==> src/hw/rtl/ratiometric_adc_scaler_averager_macros.svh <==
// Assertion macros used by the top-level RTL file of the ratiometric ADC scaler.
// No dependencies; take in with an include of the bare file name.
`ifndef RATIOMETRIC_ADC_SCALER_AVERAGER_MACROS_SVH
`define RATIOMETRIC_ADC_SCALER_AVERAGER_MACROS_SVH

// Same-cycle implication, disabled while in reset.
`define RASA_ASSERT_IMP(lbl, clk, rst_n, ante, cons, msg) \
    lbl: assert property (@(posedge clk) disable iff (!rst_n) (ante) |-> (cons)) \
        else $error(msg);

// Next-cycle implication, disabled while in reset.
`define RASA_ASSERT_NXT(lbl, clk, rst_n, ante, cons, msg) \
    lbl: assert property (@(posedge clk) disable iff (!rst_n) (ante) |=> (cons)) \
        else $error(msg);

`endif

==> src/hw/rtl/rasa_pkg.sv <==
// Package for the ratiometric ADC scaler: widths, register indexes, shared types.
// No dependencies; every RTL module and interface imports it.
package rasa_pkg;

    localparam int CHANNELS       = 6;
    localparam int CH_W           = 3;
    localparam int RAW_W          = 12;
    localparam int VREF_W         = 22;
    localparam int AVG_W          = 16;
    localparam int SUM_W          = 48;
    localparam int OUT_W          = 32;
    localparam int FS_W           = 16;
    localparam int PROD_W         = FS_W + VREF_W;
    localparam int FULL_SCALE_DEF = 4095;

    localparam int CFG_IDX_W  = 4;
    localparam int CFG_DATA_W = 32;

    localparam logic [CFG_IDX_W-1:0] REG_VREF_UV   = 4'd0;
    localparam logic [CFG_IDX_W-1:0] REG_AVG_COUNT = 4'd1;

    localparam logic [VREF_W-1:0] VREF_UV_RST   = 22'd1200000;
    localparam logic [AVG_W-1:0]  AVG_COUNT_RST = 16'd16;

    // Shared divider: 48-bit numerator, 16-bit divisor, 4 quotient bits a cycle.
    localparam int DIV_NUM_W  = SUM_W;
    localparam int DIV_DEN_W  = AVG_W;
    localparam int DIV_BITS   = 4;
    localparam int DIV_STEPS  = DIV_NUM_W / DIV_BITS;
    localparam int DIV_CNT_W  = $clog2(DIV_STEPS);

    typedef struct packed {
        logic                 start;
        logic [DIV_NUM_W-1:0] num;
        logic [DIV_DEN_W-1:0] den;
    } rasa_div_req_t;

    typedef struct packed {
        logic                 busy;
        logic                 done;
        logic [DIV_NUM_W-1:0] quot;
    } rasa_div_rsp_t;

    typedef struct packed {
        logic [SUM_W-1:0] sum;
        logic [OUT_W-1:0] avg;
    } rasa_entry_t;

    typedef struct packed {
        logic              rd_en;
        logic [CH_W-1:0]   rd_addr;
        logic              we;
        logic [CH_W-1:0]   wr_addr;
        rasa_entry_t       wr_data;
    } rasa_mem_req_t;

    function automatic logic [OUT_W-1:0] sat32(input logic [SUM_W-1:0] v);
        if (v[SUM_W-1:OUT_W] != '0)
            return '1;
        return v[OUT_W-1:0];
    endfunction

endpackage

==> src/hw/rtl/rasa_cfg_if.sv <==
// Configuration write channel of the ratiometric ADC scaler.
// Depends on rasa_pkg.
interface rasa_cfg_if;
    import rasa_pkg::*;

    logic                  valid;
    logic                  ready;
    logic [CFG_IDX_W-1:0]  index;
    logic [CFG_DATA_W-1:0] data;

    modport source (output valid, index, data, input ready);
    modport sink   (input valid, index, data, output ready);
endinterface

==> src/hw/rtl/rasa_scan_if.sv <==
// Scan input channel: reference sample plus five channel samples.
// Depends on rasa_pkg.
interface rasa_scan_if;
    import rasa_pkg::*;

    logic             valid;
    logic             ready;
    logic [RAW_W-1:0] raw_vref;
    logic [RAW_W-1:0] raw_ch1;
    logic [RAW_W-1:0] raw_ch2;
    logic [RAW_W-1:0] raw_ch3;
    logic [RAW_W-1:0] raw_ch4;
    logic [RAW_W-1:0] raw_ch5;

    modport source (output valid, raw_vref, raw_ch1, raw_ch2, raw_ch3, raw_ch4, raw_ch5,
                    input ready);
    modport sink   (input valid, raw_vref, raw_ch1, raw_ch2, raw_ch3, raw_ch4, raw_ch5,
                    output ready);
endinterface

==> src/hw/rtl/rasa_result_if.sv <==
// Result channel: one beat per channel of a scan.
// Depends on rasa_pkg.
interface rasa_result_if;
    import rasa_pkg::*;

    logic             valid;
    logic             ready;
    logic [CH_W-1:0]  channel;
    logic [OUT_W-1:0] voltage_uv;
    logic [OUT_W-1:0] average_uv;
    logic             average_new;
    logic [OUT_W-1:0] supply_uv;
    logic             vref_fault;
    logic             last;

    modport source (output valid, channel, voltage_uv, average_uv, average_new, supply_uv,
                    vref_fault, last, input ready);
    modport sink   (input valid, channel, voltage_uv, average_uv, average_new, supply_uv,
                    vref_fault, last, output ready);
endinterface

==> src/hw/rtl/rasa_div.sv <==
// Shared restoring divider, 4 quotient bits per cycle.
// Depends on rasa_pkg.
module rasa_div (
    input  logic                    clk,
    input  logic                    rst_n,
    input  rasa_pkg::rasa_div_req_t req,
    output rasa_pkg::rasa_div_rsp_t rsp
);
    import rasa_pkg::*;

    logic [DIV_DEN_W-1:0] rem_reg, rem_next;
    logic [DIV_NUM_W-1:0] quo_reg, quo_next;
    logic [DIV_DEN_W-1:0] den_reg;
    logic [DIV_CNT_W-1:0] cnt_reg;
    logic                 busy_reg;
    logic                 done_reg;
    logic [DIV_DEN_W:0]   trial;

    // Radix-16 step built from four restoring steps.
    always_comb
    begin
        rem_next = rem_reg;
        quo_next = quo_reg;
        trial    = '0;
        for (int k = 0; k < DIV_BITS; k++)
        begin
            trial    = {rem_next, quo_next[DIV_NUM_W-1]};
            quo_next = {quo_next[DIV_NUM_W-2:0], 1'b0};
            if (trial >= {1'b0, den_reg})
            begin
                rem_next    = DIV_DEN_W'(trial - {1'b0, den_reg});
                quo_next[0] = 1'b1;
            end
            else
            begin
                rem_next = trial[DIV_DEN_W-1:0];
            end
        end
    end

    always_ff @(posedge clk or negedge rst_n)
    begin
        if (!rst_n)
        begin
            busy_reg <= 1'b0;
            done_reg <= 1'b0;
            cnt_reg  <= '0;
        end
        else
        begin
            done_reg <= 1'b0;
            if (req.start && !busy_reg)
            begin
                busy_reg <= 1'b1;
                cnt_reg  <= '0;
            end
            else if (busy_reg)
            begin
                cnt_reg <= cnt_reg + 1'b1;
                if (cnt_reg == DIV_CNT_W'(DIV_STEPS - 1))
                begin
                    busy_reg <= 1'b0;
                    done_reg <= 1'b1;
                end
            end
        end
    end

    always_ff @(posedge clk)
    begin
        if (req.start && !busy_reg)
        begin
            rem_reg <= '0;
            quo_reg <= req.num;
            den_reg <= req.den;
        end
        else if (busy_reg)
        begin
            rem_reg <= rem_next;
            quo_reg <= quo_next;
        end
    end

    assign rsp.busy = busy_reg;
    assign rsp.done = done_reg;
    assign rsp.quot = quo_reg;
endmodule

==> src/hw/rtl/rasa_state_mem.sv <==
// Per-channel state memory: running sum and latest average, one word per channel.
// Depends on rasa_pkg. Read data is registered; entries read as zero until written.
module rasa_state_mem (
    input  logic                    clk,
    input  logic                    rst_n,
    input  rasa_pkg::rasa_mem_req_t req,
    output rasa_pkg::rasa_entry_t   rd_data
);
    import rasa_pkg::*;

    rasa_entry_t         mem [CHANNELS];
    logic [CHANNELS-1:0] valid_reg;
    rasa_entry_t         rd_data_reg;

    always_ff @(posedge clk or negedge rst_n)
    begin
        if (!rst_n)
            valid_reg <= '0;
        else if (req.we)
            valid_reg[req.wr_addr] <= 1'b1;
    end

    always_ff @(posedge clk)
    begin
        if (req.we)
            mem[req.wr_addr] <= req.wr_data;
        if (req.rd_en)
            rd_data_reg <= valid_reg[req.rd_addr] ? mem[req.rd_addr] : '0;
    end

    assign rd_data = rd_data_reg;
endmodule

==> src/hw/rtl/ratiometric_adc_scaler_averager.sv <==
// Top level of the ratiometric ADC scaler with block averaging.
// Depends on rasa_pkg, the three channel interfaces, rasa_div, rasa_state_mem, macros header.
//
//   channel  | dir | beat carries
//   ---------+-----+-------------------------------------------------
//   cfg      | in  | register index, write data (vref_uv, avg_count)
//   scan     | in  | raw_vref, raw_ch1 .. raw_ch5
//   result   | out | channel, voltage_uv, average_uv, average_new,
//            |     | supply_uv, vref_fault, last
//
// A scan uses the shared divider once for the supply and once per channel; a
// scan that closes a block adds one more division per channel. Reset clears
// the sum/average memory through per-entry valid bits at once; no clearing
// pass. A scan beat is buffered while the previous one works, and a stalled
// result beat holds the sequencer in place, never drops work.
`include "ratiometric_adc_scaler_averager_macros.svh"

module ratiometric_adc_scaler_averager #(
    parameter int unsigned FULL_SCALE = rasa_pkg::FULL_SCALE_DEF
) (
    input  logic          clk,
    input  logic          rst_n,
    rasa_cfg_if.sink      cfg,
    rasa_scan_if.sink     scan,
    rasa_result_if.source result
);
    import rasa_pkg::*;

    localparam logic [FS_W-1:0] FULL_SCALE_V = FS_W'(FULL_SCALE);

    typedef enum logic [3:0] {
        S_IDLE,
        S_SUP_MUL,
        S_SUP_START,
        S_SUP_WAIT,
        S_CH_MUL,
        S_CH_START,
        S_CH_WAIT,
        S_CH_SUM,
        S_AVG_START,
        S_AVG_WAIT,
        S_EMIT
    } state_t;

    state_t state_reg, state_next;

    // Configuration registers.
    logic [VREF_W-1:0] vref_uv_reg;
    logic [AVG_W-1:0]  avg_count_reg;

    // Input buffer: take the next scan while this one works.
    logic             buf_valid_reg, buf_valid_next;
    logic [RAW_W-1:0] buf_raw_reg [CHANNELS];
    logic             buf_load;

    // Working registers of the scan in flight.
    logic [RAW_W-1:0]  raw_reg [CHANNELS];
    logic              raw_load;
    logic              fault_reg, fault_next;
    logic              fresh_reg, fresh_next;
    logic [AVG_W-1:0]  divisor_reg, divisor_next;
    logic [AVG_W-1:0]  scans_reg, scans_next;
    logic [CH_W-1:0]   ch_reg, ch_next;
    logic [OUT_W-1:0]  supply_reg, supply_next;
    logic [OUT_W-1:0]  volt_reg, volt_next;
    logic [OUT_W-1:0]  avg_reg, avg_next;
    logic [PROD_W-1:0] prod_reg, prod_next;
    logic [SUM_W-1:0]  sum_reg, sum_next;

    // Output register.
    logic             out_valid_reg, out_valid_next;
    logic [CH_W-1:0]  out_ch_reg, out_ch_next;
    logic [OUT_W-1:0] out_volt_reg, out_volt_next;
    logic [OUT_W-1:0] out_avg_reg, out_avg_next;
    logic             out_new_reg, out_new_next;
    logic [OUT_W-1:0] out_sup_reg, out_sup_next;
    logic             out_fault_reg, out_fault_next;
    logic             out_last_reg, out_last_next;

    logic [AVG_W:0]   cnt_inc;
    logic [AVG_W-1:0] div_eff;
    logic             out_free;

    rasa_div_req_t div_req;
    rasa_div_rsp_t div_rsp;
    rasa_mem_req_t mem_req;
    rasa_entry_t   mem_rd;

    rasa_div u_div (
        .clk   (clk),
        .rst_n (rst_n),
        .req   (div_req),
        .rsp   (div_rsp)
    );

    rasa_state_mem u_mem (
        .clk     (clk),
        .rst_n   (rst_n),
        .req     (mem_req),
        .rd_data (mem_rd)
    );

    // Configuration: always ready, masked to register width, unknown indexes drop.
    assign cfg.ready = 1'b1;

    always_ff @(posedge clk or negedge rst_n)
    begin
        if (!rst_n)
        begin
            vref_uv_reg   <= VREF_UV_RST;
            avg_count_reg <= AVG_COUNT_RST;
        end
        else if (cfg.valid)
        begin
            unique case (cfg.index)
                REG_VREF_UV:   vref_uv_reg   <= cfg.data[VREF_W-1:0];
                REG_AVG_COUNT: avg_count_reg <= cfg.data[AVG_W-1:0];
                default:       ;
            endcase
        end
    end

    assign scan.ready = !buf_valid_reg;
    assign buf_load   = scan.valid && !buf_valid_reg;
    assign out_free   = !out_valid_reg || result.ready;

    // Block bookkeeping: zero avg_count acts as one.
    assign div_eff = (avg_count_reg == '0) ? AVG_W'(1) : avg_count_reg;
    assign cnt_inc = {1'b0, scans_reg} + 1'b1;

    always_comb
    begin
        state_next     = state_reg;
        buf_valid_next = buf_valid_reg;
        raw_load       = 1'b0;
        fault_next     = fault_reg;
        fresh_next     = fresh_reg;
        divisor_next   = divisor_reg;
        scans_next     = scans_reg;
        ch_next        = ch_reg;
        supply_next    = supply_reg;
        volt_next      = volt_reg;
        avg_next       = avg_reg;
        prod_next      = prod_reg;
        sum_next       = sum_reg;
        out_valid_next = out_valid_reg;
        out_ch_next    = out_ch_reg;
        out_volt_next  = out_volt_reg;
        out_avg_next   = out_avg_reg;
        out_new_next   = out_new_reg;
        out_sup_next   = out_sup_reg;
        out_fault_next = out_fault_reg;
        out_last_next  = out_last_reg;
        div_req        = '0;
        mem_req        = '0;

        if (buf_load)
            buf_valid_next = 1'b1;
        if (result.valid && result.ready)
            out_valid_next = 1'b0;

        unique case (state_reg)
            S_IDLE:
            begin
                if (buf_valid_reg)
                begin
                    raw_load       = 1'b1;
                    buf_valid_next = 1'b0;
                    fault_next     = (buf_raw_reg[0] == '0);
                    divisor_next   = div_eff;
                    fresh_next     = (cnt_inc >= {1'b0, div_eff});
                    scans_next     = (cnt_inc >= {1'b0, div_eff}) ? '0 : cnt_inc[AVG_W-1:0];
                    ch_next        = '0;
                    state_next     = S_SUP_MUL;
                end
            end
            S_SUP_MUL:
            begin
                prod_next  = PROD_W'(FULL_SCALE_V) * PROD_W'(vref_uv_reg);
                state_next = S_SUP_START;
            end
            S_SUP_START:
            begin
                div_req.start = 1'b1;
                div_req.num   = DIV_NUM_W'(prod_reg);
                div_req.den   = DIV_DEN_W'(raw_reg[0]);
                state_next    = S_SUP_WAIT;
            end
            S_SUP_WAIT:
            begin
                if (div_rsp.done)
                begin
                    supply_next = fault_reg ? '0 : sat32(div_rsp.quot);
                    state_next  = S_CH_MUL;
                end
            end
            S_CH_MUL:
            begin
                // Multiply and fetch this channel's state word together.
                prod_next       = PROD_W'(raw_reg[ch_reg]) * PROD_W'(vref_uv_reg);
                mem_req.rd_en   = 1'b1;
                mem_req.rd_addr = ch_reg;
                state_next      = S_CH_START;
            end
            S_CH_START:
            begin
                div_req.start = 1'b1;
                div_req.num   = DIV_NUM_W'(prod_reg);
                div_req.den   = DIV_DEN_W'(raw_reg[0]);
                state_next    = S_CH_WAIT;
            end
            S_CH_WAIT:
            begin
                if (div_rsp.done)
                begin
                    volt_next  = fault_reg ? '0 : sat32(div_rsp.quot);
                    state_next = S_CH_SUM;
                end
            end
            S_CH_SUM:
            begin
                sum_next = mem_rd.sum + SUM_W'(volt_reg);
                if (fresh_reg)
                begin
                    state_next = S_AVG_START;
                end
                else
                begin
                    // Write back the running sum, keep the old average.
                    mem_req.we          = 1'b1;
                    mem_req.wr_addr     = ch_reg;
                    mem_req.wr_data.sum = mem_rd.sum + SUM_W'(volt_reg);
                    mem_req.wr_data.avg = mem_rd.avg;
                    avg_next            = mem_rd.avg;
                    state_next          = S_EMIT;
                end
            end
            S_AVG_START:
            begin
                div_req.start = 1'b1;
                div_req.num   = sum_reg;
                div_req.den   = divisor_reg;
                state_next    = S_AVG_WAIT;
            end
            S_AVG_WAIT:
            begin
                if (div_rsp.done)
                begin
                    // Close the block: clear the sum, store the new average.
                    mem_req.we          = 1'b1;
                    mem_req.wr_addr     = ch_reg;
                    mem_req.wr_data.sum = '0;
                    mem_req.wr_data.avg = sat32(div_rsp.quot);
                    avg_next            = sat32(div_rsp.quot);
                    state_next          = S_EMIT;
                end
            end
            S_EMIT:
            begin
                if (out_free)
                begin
                    out_valid_next = 1'b1;
                    out_ch_next    = ch_reg;
                    out_volt_next  = volt_reg;
                    out_avg_next   = avg_reg;
                    out_new_next   = fresh_reg;
                    out_sup_next   = supply_reg;
                    out_fault_next = fault_reg;
                    out_last_next  = (ch_reg == CH_W'(CHANNELS - 1));
                    if (ch_reg == CH_W'(CHANNELS - 1))
                    begin
                        state_next = S_IDLE;
                    end
                    else
                    begin
                        ch_next    = ch_reg + 1'b1;
                        state_next = S_CH_MUL;
                    end
                end
            end
            default:
                state_next = S_IDLE;
        endcase
    end

    always_ff @(posedge clk or negedge rst_n)
    begin
        if (!rst_n)
        begin
            state_reg     <= S_IDLE;
            buf_valid_reg <= 1'b0;
            out_valid_reg <= 1'b0;
            scans_reg     <= '0;
            ch_reg        <= '0;
            fault_reg     <= 1'b0;
            fresh_reg     <= 1'b0;
        end
        else
        begin
            state_reg     <= state_next;
            buf_valid_reg <= buf_valid_next;
            out_valid_reg <= out_valid_next;
            scans_reg     <= scans_next;
            ch_reg        <= ch_next;
            fault_reg     <= fault_next;
            fresh_reg     <= fresh_next;
        end
    end

    // Payload registers, no reset.
    always_ff @(posedge clk)
    begin
        if (buf_load)
        begin
            buf_raw_reg[0] <= scan.raw_vref;
            buf_raw_reg[1] <= scan.raw_ch1;
            buf_raw_reg[2] <= scan.raw_ch2;
            buf_raw_reg[3] <= scan.raw_ch3;
            buf_raw_reg[4] <= scan.raw_ch4;
            buf_raw_reg[5] <= scan.raw_ch5;
        end
        if (raw_load)
            raw_reg <= buf_raw_reg;
        divisor_reg   <= divisor_next;
        supply_reg    <= supply_next;
        volt_reg      <= volt_next;
        avg_reg       <= avg_next;
        prod_reg      <= prod_next;
        sum_reg       <= sum_next;
        out_ch_reg    <= out_ch_next;
        out_volt_reg  <= out_volt_next;
        out_avg_reg   <= out_avg_next;
        out_new_reg   <= out_new_next;
        out_sup_reg   <= out_sup_next;
        out_fault_reg <= out_fault_next;
        out_last_reg  <= out_last_next;
    end

    assign result.valid       = out_valid_reg;
    assign result.channel     = out_ch_reg;
    assign result.voltage_uv  = out_volt_reg;
    assign result.average_uv  = out_avg_reg;
    assign result.average_new = out_new_reg;
    assign result.supply_uv   = out_sup_reg;
    assign result.vref_fault  = out_fault_reg;
    assign result.last        = out_last_reg;

    `RASA_ASSERT_IMP(a_last_on_final, clk, rst_n, result.valid && result.last, result.channel == CH_W'(CHANNELS - 1), "last beat not on final channel")
    `RASA_ASSERT_IMP(a_fault_zero, clk, rst_n, result.valid && result.vref_fault, result.voltage_uv == '0 && result.supply_uv == '0, "fault beat carries nonzero voltage")
    `RASA_ASSERT_IMP(a_avg_only_fresh, clk, rst_n, state_reg == S_AVG_START, fresh_reg, "average division outside a block end")
    `RASA_ASSERT_NXT(a_div_starts, clk, rst_n, div_req.start, div_rsp.busy, "divider did not take a start")
endmodule
==> src/flat_wrapper.sv <==
// flat-port wrapper written by rule: the top's interface ports become plain ports
module ratiometric_adc_scaler_averager_flat import rasa_pkg::*;
#(
    parameter int unsigned FULL_SCALE = rasa_pkg::FULL_SCALE_DEF
)
  (clk, rst_n, cfg_valid, cfg_index, cfg_data, cfg_ready, scan_valid, scan_raw_vref, scan_raw_ch1, scan_raw_ch2, scan_raw_ch3, scan_raw_ch4, scan_raw_ch5, scan_ready, result_valid, result_channel, result_voltage_uv, result_average_uv, result_average_new, result_supply_uv, result_vref_fault, result_last, result_ready);
  rasa_cfg_if cfg_i ();
  rasa_scan_if scan_i ();
  rasa_result_if result_i ();
  input  logic clk;
  input  logic rst_n;
  input wire logic [$bits(cfg_i.valid)-1:0] cfg_valid;
  input wire logic [$bits(cfg_i.index)-1:0] cfg_index;
  input wire logic [$bits(cfg_i.data)-1:0] cfg_data;
  output wire logic [$bits(cfg_i.ready)-1:0] cfg_ready;
  input wire logic [$bits(scan_i.valid)-1:0] scan_valid;
  input wire logic [$bits(scan_i.raw_vref)-1:0] scan_raw_vref;
  input wire logic [$bits(scan_i.raw_ch1)-1:0] scan_raw_ch1;
  input wire logic [$bits(scan_i.raw_ch2)-1:0] scan_raw_ch2;
  input wire logic [$bits(scan_i.raw_ch3)-1:0] scan_raw_ch3;
  input wire logic [$bits(scan_i.raw_ch4)-1:0] scan_raw_ch4;
  input wire logic [$bits(scan_i.raw_ch5)-1:0] scan_raw_ch5;
  output wire logic [$bits(scan_i.ready)-1:0] scan_ready;
  output wire logic [$bits(result_i.valid)-1:0] result_valid;
  output wire logic [$bits(result_i.channel)-1:0] result_channel;
  output wire logic [$bits(result_i.voltage_uv)-1:0] result_voltage_uv;
  output wire logic [$bits(result_i.average_uv)-1:0] result_average_uv;
  output wire logic [$bits(result_i.average_new)-1:0] result_average_new;
  output wire logic [$bits(result_i.supply_uv)-1:0] result_supply_uv;
  output wire logic [$bits(result_i.vref_fault)-1:0] result_vref_fault;
  output wire logic [$bits(result_i.last)-1:0] result_last;
  input wire logic [$bits(result_i.ready)-1:0] result_ready;
  assign cfg_i.valid = cfg_valid;
  assign cfg_i.index = cfg_index;
  assign cfg_i.data = cfg_data;
  assign cfg_ready = cfg_i.ready;
  assign scan_i.valid = scan_valid;
  assign scan_i.raw_vref = scan_raw_vref;
  assign scan_i.raw_ch1 = scan_raw_ch1;
  assign scan_i.raw_ch2 = scan_raw_ch2;
  assign scan_i.raw_ch3 = scan_raw_ch3;
  assign scan_i.raw_ch4 = scan_raw_ch4;
  assign scan_i.raw_ch5 = scan_raw_ch5;
  assign scan_ready = scan_i.ready;
  assign result_valid = result_i.valid;
  assign result_channel = result_i.channel;
  assign result_voltage_uv = result_i.voltage_uv;
  assign result_average_uv = result_i.average_uv;
  assign result_average_new = result_i.average_new;
  assign result_supply_uv = result_i.supply_uv;
  assign result_vref_fault = result_i.vref_fault;
  assign result_last = result_i.last;
  assign result_i.ready = result_ready;
  ratiometric_adc_scaler_averager #(.FULL_SCALE(FULL_SCALE)) u_core (.clk(clk), .rst_n(rst_n), .cfg(cfg_i), .scan(scan_i), .result(result_i));
endmodule
==> config.mk <==
export PLATFORM = sky130hd
export DESIGN_NAME = ratiometric_adc_scaler_averager_flat
export DESIGN_NICKNAME = d
export VERILOG_FILES = /design/src/hw/rtl/rasa_pkg.sv /design/src/hw/rtl/rasa_cfg_if.sv /design/src/hw/rtl/rasa_scan_if.sv /design/src/hw/rtl/rasa_result_if.sv /design/src/hw/rtl/rasa_div.sv /design/src/hw/rtl/rasa_state_mem.sv /design/src/hw/rtl/ratiometric_adc_scaler_averager.sv /design/src/flat_wrapper.sv
export VERILOG_INCLUDE_DIRS = /design/src /design/src/hw/rtl
export SDC_FILE = /design/constraint.sdc
export NUM_CORES = 2
export LEC_CHECK = 0
export BUFFER_PORTS_ARGS = -buffer_cell sky130_fd_sc_hd__buf_2
export CORE_MARGIN = 5
export CORE_UTILIZATION = 40
export DETAILED_ROUTE_END_ITERATION = 12
export GPL_TIMING_DRIVEN = 0
export PLACE_DENSITY = 0.57
export SETUP_SLACK_MARGIN = 0.05
export SYNTH_ARGS = -nofsm -noshare
export SYNTH_HDL_FRONTEND = slang
export SYNTH_SLANG_ARGS = --single-unit
==> constraint.sdc <==
create_clock -name clk -period 13.5 [get_ports clk]
set_input_delay 2.025 -clock clk [delete_from_list [all_inputs] [get_ports clk]]
set_output_delay 2.025 -clock clk [all_outputs]
set_load 0.005 [all_outputs]
==> flow_metrics.env <==
export IMPL_grt_pass1_wl_mm=267.6
export IMPL_postSynthCellCount=5165
export IMPL_netlist_cell_type_count=82
export IMPL_clock_sinks=1157
export IMPL_clk_pin_slew_worst_paths_ns=0.07
export IMPL_wire_per_inst_um=23.23
export IMPL_grt_use_met2_pct=36.62
export IMPL_dp_hpwl_mm=136.9
export IMPL_layout_cells_most_common_list="edfxtp_1 (1064), nand2_1 (557), nor2_1 (452), inv_1 (424), fa_1 (345)"
export IMPL_grt_pass1_vias=42050
export IMPL_avgSynthCellArea_um2=12.14
export IMPL_root_buffer="clkbuf_16"
export IMPL_ys_ff_latch=1157
export IMPL_overflow=0
export IMPL_hold_violations=0
export IMPL_required_ns=14.04
export IMPL_layout_commonest_cell="edfxtp_1"
export IMPL_synth_flop_cell="edfxtp_1"
export IMPL_status="completed"
export IMPL_synth_top_area_share_pct=50.97
export IMPL_core_um2=156000
export IMPL_ys_seq_area_share_pct=54.57
export IMPL_area_growth_pct=13.88
export IMPL_htree_levels=3
export IMPL_viasPerCell=5.388
export IMPL_largest_register_ffs=480
export IMPL_worstSetupEndpointType="register"
export IMPL_ys_warn_count=0
export IMPL_cts_tree="done"
export IMPL_drc=0
export IMPL_cts_inserted_buffers=119
export IMPL_met3_usage_pct=3.464
export IMPL_layout_min_cycle_time_ns=12.19
export IMPL_startpoint_type="register"
export IMPL_relSlewSlack_pct=4.766
export IMPL_syn_num_nets=5875
export IMPL_fin_crit_sh_pct=90.29
export IMPL_async_flop_share_pct=6.655
export IMPL_drt_pass1_iter_count=6
export IMPL_setup_viol=0
export IMPL_clkLatencyLatePin_ns=0.79
export IMPL_die_area_um2=164700
export IMPL_maxCapViolations=0
export IMPL_antenna_found_initial=7
export IMPL_grt_total_usage_pct=21.69
export IMPL_worst_pin_slew_ns=1.423
export IMPL_nFillCells=14200
export IMPL_slew_viol_final=0
export IMPL_slowest_stage="nor2_1"
export IMPL_num_vias=41640
export IMPL_setup_tns_ns=0
export IMPL_final_setup_skew_ns=0.09820
export IMPL_cp_max_fo=10
export IMPL_ctsHoldBuffers=0
export IMPL_grt_max_degree=69
export IMPL_routed_wl_mm=179.5
export IMPL_cp_arrival_ns=12.73
export IMPL_cts_setup_buffers=0
export IMPL_fmax_ghz=0.08204
export IMPL_rsz0062_at_grt="false"
export IMPL_io_pins=218
export IMPL_rows=145
export IMPL_busiest_layer="met2"
export IMPL_use_met1_pct=28.62
export IMPL_cts_buffer_depth=3
export IMPL_synth_edf_count=1064
export IMPL_slowest_delay_ns=0.58
export IMPL_cp_common_cell="o21ai_0"
export IMPL_drt_iter0_markers=3473
export IMPL_die_w_um=405.9
export IMPL_synth_area_leaders="edfxtp_1 (51%), fa_1 (11%), ha_1 (5.0%)"
export IMPL_port_buffers=206
export IMPL_netlist_area_um2=62690
export IMPL_final_layout_size_suffix_gt1_share_pct=10.76
export IMPL_cts_resized_gates=0
export IMPL_yosysTopAreaCell="edfxtp_1"
export IMPL_path_class="register to register"
export IMPL_gp_congestion=0.8837
export IMPL_fp_dieH_um=405.9
export IMPL_hp_class="register to register"
export IMPL_ant_nets=0
export IMPL_final_nets=6274
export IMPL_floorplan_initialDensity_pct=40.18
-- area by class of cell --
cell class / instances / area (µm²) / area share, %
clock inverters: 88 / 1097 / 1.537
plain buffers: 254 / 1003 / 1.406
multi-input cells: 3327 / 25950 / 36.35
inverters: 427 / 1603 / 2.245
repair buffers: 278 / 1861 / 2.606
well taps: 2058 / 2575 / 3.607
clock buffers: 137 / 3087 / 4.324
diodes: 2 / 5.005 / 0.007011
flip-flops and latches: 1157 / 34210 / 47.92
-- logic make-up (layout without fill, tap and decap cells) --
logic type / count (synthesis) / count (layout) / share of synthesized area [%]
AND/OR/NAND/NOR: 1473 / 1473 / 10.62
flip-flops: 1157 / 1157 / 54.57
AO/OA/AOI/OAI: 998 / 998 / 10.40
buffers and inverters: 681 / 1184 / 4.148
adder cells (fa/ha/maj): 597 / 597 / 16.05
XOR/XNOR: 147 / 147 / 2.054
multiplexers: 111 / 111 / 2.152
other: 1 / 3 / 0.005982
-- per-layer routing --
| layer | routed length [µm] | share of wire, % |
|---|---|---|
| met3 | 11350 | 6.3 |
| met5 | 0 | 0 |
| met2 | 87160 | 49 |
| met1 | 74640 | 42 |
| met4 | 6362 | 3.5 |
-- synth_stat cells (68+ instances only) --
library cell / n
nand2_1: 557
a211oi_1: 175
ha_1: 252
o21ai_0: 174
nor2b_1: 156
clkbuf_1: 228
a31oi_1: 92
dfrtp_1: 68
a21oi_1: 248
xnor2_1: 94
nor2_1: 452
edfxtp_1: 1064
fa_1: 345
inv_1: 427
and2_1: 71
-- metrics by stage --
step	setup WS [ns]	cells	area [µm²]	util, %	hold slack (ns)
4_1_cts	1.391	7726	71380	45.75	0.3679
5_1_grt	0.5609	7726	71380	45.75	0.3923
6_report	1.311	7728	71390	45.76	0.3773
3_3_place_gp	-7.112	7429	66290	42.49	0.4011
3_5_place_dp	1.511	7501	67200	43.07	0.4045
2_1_floorplan	3.296	5165	62690	-	0.4003
-- worst paths after layout --
kind	slack [ns]	start	cells after the start	endpoint
setup / recovery	1.31	u_core.u_div.den_reg[1]	43	u_core.u_div.rem_reg[10]
hold / removal	0.38	u_core.supply_reg[28]	0	u_core.result.supply_uv[28]
setup reg to reg	1.31	u_core.u_div.den_reg[1]	43	u_core.u_div.rem_reg[10]
hold reg to reg	0.38	u_core.supply_reg[28]	0	u_core.result.supply_uv[28]
max in group asynchronous	11.71	rst_n	2	u_core.u_div.done_reg
min in group asynchronous	1.10	rst_n	1	u_core.vref_uv_reg[18]
-- worst max-delay path, delay by kind of cell, from the launching register on --
kind	cells	cell delay (ns)
AOI/OAI and AO/OA	23	5.25
and+or+nand+nor	8	2.36
buffers and inverters	6	1.80
adders and majority gates	4	1.41
muxes	2	0.63
DFF	1	0.49
Power is not shown: default switching activity piles up to over one toggle a cycle in this logic, so the estimate is an artifact.
